### src/rtl/qdec_pkg.sv
`default_nettype none

package qdec_pkg;

  localparam int unsigned NumEncodersDef = 4;
  localparam int unsigned KindW          = 2;
  localparam int unsigned PinW           = 8;
  localparam int unsigned IdW            = 3;
  localparam int unsigned DeltaW         = 16;
  localparam int unsigned InDataW        = 16;  // pins + id, padded to whole bytes
  localparam int unsigned OutDataW       = 16;

  typedef enum logic [KindW-1:0] {
    KIND_SAMPLE  = 2'd0,
    KIND_READ    = 2'd1,
    KIND_CLEAR   = 2'd2,
    KIND_CAPTURE = 2'd3
  } kind_e;

  typedef enum logic [1:0] {
    STEP_NONE = 2'd0,
    STEP_UP   = 2'd1,
    STEP_DOWN = 2'd2
  } step_e;

  // indexed by {previous pair, new pair}, A in the high bit of each pair
  localparam step_e StepTable [0:15] = '{
    STEP_NONE, STEP_DOWN, STEP_UP,   STEP_NONE,
    STEP_UP,   STEP_NONE, STEP_NONE, STEP_DOWN,
    STEP_DOWN, STEP_NONE, STEP_NONE, STEP_UP,
    STEP_NONE, STEP_UP,   STEP_DOWN, STEP_NONE
  };

  localparam logic signed [DeltaW-1:0] DeltaMax = {1'b0, {(DeltaW-1){1'b1}}};
  localparam logic signed [DeltaW-1:0] DeltaMin = {1'b1, {(DeltaW-1){1'b0}}};

endpackage

`default_nettype wire

### src/rtl/multi_channel_quadrature_decoder.sv
`default_nettype none

// Multi-channel x4 quadrature decoder. Each transaction on the slave stream
// carries a kind in tuser: sample pins (every encoder's A/B pair is compared
// with the pair it saw last and a valid single step adds +1 or -1 to that
// encoder's 16-bit signed count, saturating at 32767 / -32768; a double
// step only updates the stored pair), read-and-clear one count, clear one
// count, or capture a new baseline pair set and clear all counts. Every
// input transaction yields exactly one output transaction, whose tdata is
// the count read (kind read with an id below NUM_ENCODERS) or zero.
// Encoders from 4 up have no pins and always see pair 00. Rate: one
// transaction per cycle sustained when the master side is ready. Path:
// input register, then the per-lane table lookup and saturating add into
// the result register. Each stage holds while its downstream side stalls.
module multi_channel_quadrature_decoder
  import qdec_pkg::*;
#(
  parameter int unsigned NUM_ENCODERS = NumEncodersDef  // 1..8
) (
  input  wire logic                       clk_i,
  input  wire logic                       rst_ni,
  // slave stream
  input  wire logic                       s_axis_tvalid_i,
  output      logic                       s_axis_tready_o,
  input  wire logic [InDataW-1:0]         s_axis_tdata_i,  // [7:0] pin_levels, [10:8] encoder_id
  input  wire logic [KindW-1:0]           s_axis_tuser_i,  // [1:0] kind
  // master stream
  output      logic                       m_axis_tvalid_o,
  input  wire logic                       m_axis_tready_i,
  output      logic signed [OutDataW-1:0] m_axis_tdata_o   // [15:0] delta_value
);

  // input register
  logic              in_valid_q;
  kind_e             in_kind_q;
  logic [PinW-1:0]   in_pins_q;
  logic [IdW-1:0]    in_id_q;

  // per-encoder state
  logic [1:0]               prev_q [NUM_ENCODERS];
  logic [1:0]               prev_d [NUM_ENCODERS];
  logic signed [DeltaW-1:0] acc_q  [NUM_ENCODERS];
  logic signed [DeltaW-1:0] acc_d  [NUM_ENCODERS];

  // result register
  logic                     out_valid_q;
  logic signed [DeltaW-1:0] delta_q;
  logic signed [DeltaW-1:0] delta_d;

  logic advance;

  assign advance         = in_valid_q && (!out_valid_q || m_axis_tready_i);
  assign s_axis_tready_o = !in_valid_q || advance;
  assign m_axis_tvalid_o = out_valid_q;
  assign m_axis_tdata_o  = delta_q;

  always_ff @(posedge clk_i or negedge rst_ni) begin
    if (!rst_ni) begin
      in_valid_q <= 1'b0;
    end else if (s_axis_tready_o) begin
      in_valid_q <= s_axis_tvalid_i;
    end
  end

  always_ff @(posedge clk_i) begin
    if (s_axis_tvalid_i && s_axis_tready_o) begin
      in_kind_q <= kind_e'(s_axis_tuser_i);
      in_pins_q <= s_axis_tdata_i[PinW-1:0];
      in_id_q   <= s_axis_tdata_i[PinW +: IdW];
    end
  end

  // per-lane decode
  always_comb begin
    logic [1:0] now_pair;
    step_e      step;
    delta_d = '0;
    for (int i = 0; i < NUM_ENCODERS; i++) begin
      // lanes past the pin field shift out to 00
      now_pair  = 2'(in_pins_q >> (2 * i));
      step      = StepTable[{prev_q[i], now_pair}];
      prev_d[i] = prev_q[i];
      acc_d[i]  = acc_q[i];
      unique case (in_kind_q)
        KIND_SAMPLE: begin
          prev_d[i] = now_pair;
          if (step == STEP_UP && acc_q[i] != DeltaMax) begin
            acc_d[i] = acc_q[i] + DeltaW'(1);
          end else if (step == STEP_DOWN && acc_q[i] != DeltaMin) begin
            acc_d[i] = acc_q[i] - DeltaW'(1);
          end
        end
        KIND_READ: begin
          if (in_id_q == IdW'(i)) begin
            delta_d  = acc_q[i];
            acc_d[i] = '0;
          end
        end
        KIND_CLEAR: begin
          if (in_id_q == IdW'(i)) begin
            acc_d[i] = '0;
          end
        end
        KIND_CAPTURE: begin
          prev_d[i] = now_pair;
          acc_d[i]  = '0;
        end
        default: begin
        end
      endcase
    end
  end

  always_ff @(posedge clk_i or negedge rst_ni) begin
    if (!rst_ni) begin
      for (int i = 0; i < NUM_ENCODERS; i++) begin
        prev_q[i] <= '0;
        acc_q[i]  <= '0;
      end
    end else if (advance) begin
      for (int i = 0; i < NUM_ENCODERS; i++) begin
        prev_q[i] <= prev_d[i];
        acc_q[i]  <= acc_d[i];
      end
    end
  end

  always_ff @(posedge clk_i or negedge rst_ni) begin
    if (!rst_ni) begin
      out_valid_q <= 1'b0;
    end else if (advance) begin
      out_valid_q <= 1'b1;
    end else if (m_axis_tready_i) begin
      out_valid_q <= 1'b0;
    end
  end

  always_ff @(posedge clk_i) begin
    if (advance) begin
      delta_q <= delta_d;
    end
  end

`ifndef SYNTHESIS
  a_non_read_zero: assert property (@(posedge clk_i) disable iff (!rst_ni)
    advance && in_kind_q != KIND_READ |=> m_axis_tdata_o == '0)
    else $error("non-read transaction produced nonzero delta");

  a_capture_clears: assert property (@(posedge clk_i) disable iff (!rst_ni)
    advance && in_kind_q == KIND_CAPTURE |=> acc_q[0] == '0)
    else $error("capture left a count uncleared");

  a_in_hold: assert property (@(posedge clk_i) disable iff (!rst_ni)
    in_valid_q && !advance |=> in_valid_q)
    else $error("input register dropped a stalled transaction");

  a_out_follows: assert property (@(posedge clk_i) disable iff (!rst_ni)
    advance |=> m_axis_tvalid_o)
    else $error("processed transaction produced no result");
`endif

endmodule

`default_nettype wire

### config.mk
export PLATFORM = sky130hd
export DESIGN_NAME = multi_channel_quadrature_decoder
export DESIGN_NICKNAME = d
export VERILOG_FILES = /design/src/rtl/qdec_pkg.sv /design/src/rtl/multi_channel_quadrature_decoder.sv
export SDC_FILE = /design/constraint.sdc
export NUM_CORES = 1
export LEC_CHECK = 0
export BUFFER_PORTS_ARGS = -buffer_cell sky130_fd_sc_hd__buf_2
export CAP_MARGIN = 5
export CORE_MARGIN = 4
export CORE_UTILIZATION = 60
export CTS_BUF_LIST = sky130_fd_sc_hd__clkbuf_16
export DETAILED_ROUTE_END_ITERATION = 12
export PLACE_DENSITY = 0.83
export SETUP_SLACK_MARGIN = 0.2
export SYNTH_ARGS = -nofsm -noshare
export SYNTH_HDL_FRONTEND = slang
export SYNTH_SLANG_ARGS = --single-unit
### constraint.sdc
create_clock -name clk_i -period 3.3 [get_ports clk_i]
set_input_delay 0.33 -clock clk_i [delete_from_list [all_inputs] [get_ports clk_i]]
set_output_delay 0.33 -clock clk_i [all_outputs]
set_load 0.005 [all_outputs]
==> out/results.ini <==
[run_status]
outcome=complete, no violations

[timing]
fmax_mhz=314
worstMarginPinSlew_ns=1.05
min_period_ns=3.18
skew_ns=0.00767
period_share_pct=96.5
rsz0062_at_grt=true
slew_viol_final=0
slew_headroom_pct=29.8
setup_ws_ns=0.116
fin_tns_setup_ns=0
setup_viol=0
hold_viol_final=0

[worst_setup_path]
crit_path_start_kind=flip-flop
cp.required_ns=3.56
crit_buf_inv=0
crit_slowest_cell=dfrtp_1
worst_ep_arrival_time_ns=3.44
worstPathMaxFanout=8
cp_cell_sequence=nand4b_1 -> nor4_4 -> or3_4 -> ha_2 -> a21o_1 -> a31o_2 -> a21oi_2 -> o21ai_0 -> a21oi_1 -> xnor2_1 -> a22o_2
slowest_delay_ns=0.43
cp-end-kind=flip-flop
cp_top_family=compound AO/OA/AOI/OAI gates
critPathKind=flip-flop to flip-flop

[routing]
top_layer_used=met4
dr_wl_met2_um=9940
wl_met3_um=1990
routed_wire_length_per_instance_um=21.9
drt_first_pass_iters=7
drt_wl_total_um=21100
vias=6751
wl_met1_um=8020
drc=0
drt_iter0_drc=836
antenna_left=0
via_per_inst=7.00

[logic_synthesis]
synth.avg_cell_area_um2=10.2
ys_types=59
syn-cell-area_um2=7240
synthArstFlopShare_pct=71.8
synth-edff-count=29
synth_cells=711
seq_area_frac_synth_pct=37.6
ys.flop_type=dfrtp_1
syn_nets=803
synth_warnings=0
ys_ff_latch=103

[clock_network]
clkSlewWorstSetupHoldPaths_ns=0.08
htree_levels=3
clk_path_buf_depth=2
cts_hold_buffers=0
clock_sinks=103
cts_made_buffers=9
clk_latency_ns=0.36
ctsRootBufferMaster=clkbuf_16
cts_tree=done

[power]
switching_share_pct=45.9
combPwrFrac_pct=68.6
p_seq_share_pct=19.7
p_int_uw=5240
power_uw=9690
power_density_nw_per_um2=1110
p_leak_uw=0.00402
ir_drop_v=0.000668
p_switching_uw=4450
power_frac_clock_pct=11.7

[final_layout]
finalInstanceArea_um2=8720
n_antenna_cell=0
final_cell_mix=79 x buf_4, 71 x a21oi_1, 71 x dfrtp_1
drive_gt1_share_pct=26.2
final_common_cell=buf_4
layout.nets=908
post-route-util_pct=75.1
num-fill-cells=703
area_delta_synth_final_pct=20.5

[grt]
grt_first_pass_wirelength_um=32100
grt-ovfl-total=0
gr-usage-all-layers_pct=28.3
antenna_found_initial=0
grt_pass1_vias=6445
grt_max_degree=75

[floorplanning]
ioPinCount=40
num_rows=39
core-area_um2=11600
start_util_pct=62.3
die_area_um2=13900
fp.dieH_um=118
die_x_um=118

[worst_hold_path]
hp-class=input pin to asynchronous set/reset pin

[flow_run]
drv_cap=0

[place]
dp_slack_ns=0.0415
portBuffers=34
gp_congestion=0.908
placed_cell_area_um2=7950
dp_hpwl_um=14400

-- power groups by stage --
stage	logic [µW]	registers, µW	clock network, µW
final	6650	1910	1130
after global routing	7170	1940	1200
after CTS	5830	1890	1130
after detailed placement	5670	1910	0
after global placement	5340	1890	0
after floorplan	4040	2010	0
-- state kept, by name, summed over array words and instances (netlist names) --
signal and flops:
in_valid_q 1, acc_q 64, in_kind_q 2, in_pins_q 8, m_axis_tdata_o 16, m_axis_tvalid_o 1
in_id_q 3, prev_q 8
-- worst reg2reg max path: cells and delay by family (launching register included) --
kind	cells	cell delay, ns
AOI/OAI and AO/OA	6	1.24
xor gates and xnor gates	1	0.13
and+or+nand+nor	3	0.93
DFF	1	0.43
adders and majority gates	1	0.34
-- per-layer routing --
layer / vias to the layer above / GRT usage, %
li1: 2963 / -
met3: 120 / 6.05
met2: 448 / 48.5
met5: - / 0
met1: 3220 / 36.0
met4: 0 / 8.57
-- Yosys cell counts (all sizes together) (5+ instances only) --
cell / number / area, µm²
o221ai: 16 / 140
nand4: 17 / 106
nand3b: 5 / 37.5
inv: 16 / 60.1
mux2i: 16 / 160
nor2: 19 / 71.3
o21ai: 25 / 125
ha: 66 / 826
nor4: 19 / 125
a211o: 11 / 96.3
nand2: 50 / 188
nand3: 8 / 40.0
mux2: 13 / 146
xor2: 27 / 236
a211oi: 7 / 62.6
edfxtp: 29 / 871
clkbuf: 8 / 30.0
nor2b: 9 / 56.3
a31oi: 8 / 56.3
nand2b: 8 / 50.1
dfrtp: 74 / 1850
xnor2: 32 / 280
o31ai: 18 / 150
buf: 15 / 91.3
a22o: 37 / 334
a21oi: 83 / 415
nor3: 5 / 30.0
a21o: 28 / 210
-- layout make-up --
cell class,count,area [µm²],share of cell area (%)
sequential,103,2730,31.3
timing repair buffer,114,781,8.95
inverter,16,60.1,0.689
clock inverter,7,88.8,1.02
clock buffer,9,225,2.58
tap,143,179,2.05
timing repair inverter,2,15.0,0.172
multi-input combinational,570,4640,53.3
-- final timing paths --
path / from / end / slack, ns / cells after the start
setup / recovery: acc_q[63]$_DFFE_PN0P_ / acc_q[60]$_DFFE_PN0P_ / 0.12 / 11
hold / removal: rst_ni / acc_q[5]$_DFFE_PN0P_ / 0.11 / 1
setup reg to reg: acc_q[63]$_DFFE_PN0P_ / acc_q[60]$_DFFE_PN0P_ / 0.12 / 11
min in group clk_i: s_axis_tdata_i[8] / in_id_q[0]$_DFFE_PP_ / 0.14 / 1
hold reg to reg: in_valid_q$_DFFE_PN0N_ / m_axis_tvalid_o$_DFFE_PN0P_ / 0.51 / 1
max in group asynchronous: rst_ni / acc_q[61]$_DFFE_PN0P_ / 2.48 / 1
-- cell families after synthesis --
group	Yosys count	share of synthesized area, %
AND/OR/NAND/NOR	156	11.4
adder cells (fa/ha/maj)	70	12.5
XOR/XNOR	59	7.14
multiplexers	29	4.24
flip-flops	103	37.6
AO/OA/AOI/OAI	255	24.5
buffers and inverters	39	2.51
-- metrics by stage --
stage | std cells | hold WS (ns)
finish | 964 | 0.114
global route | 964 | 0.124
CTS | 950 | 0.136
detailed placement | 930 | 0.509
global placement | 930 | 0.471
floorplan | 711 | 0.0344
-- repair_timing --
item	in CTS	in global routing
resized for setup	6	66
endpoints found under the setup margin	16	20
pin swaps	3	29
gates cloned	0	3
setup buffers	4	11
(Power assumes the default switching activity.)
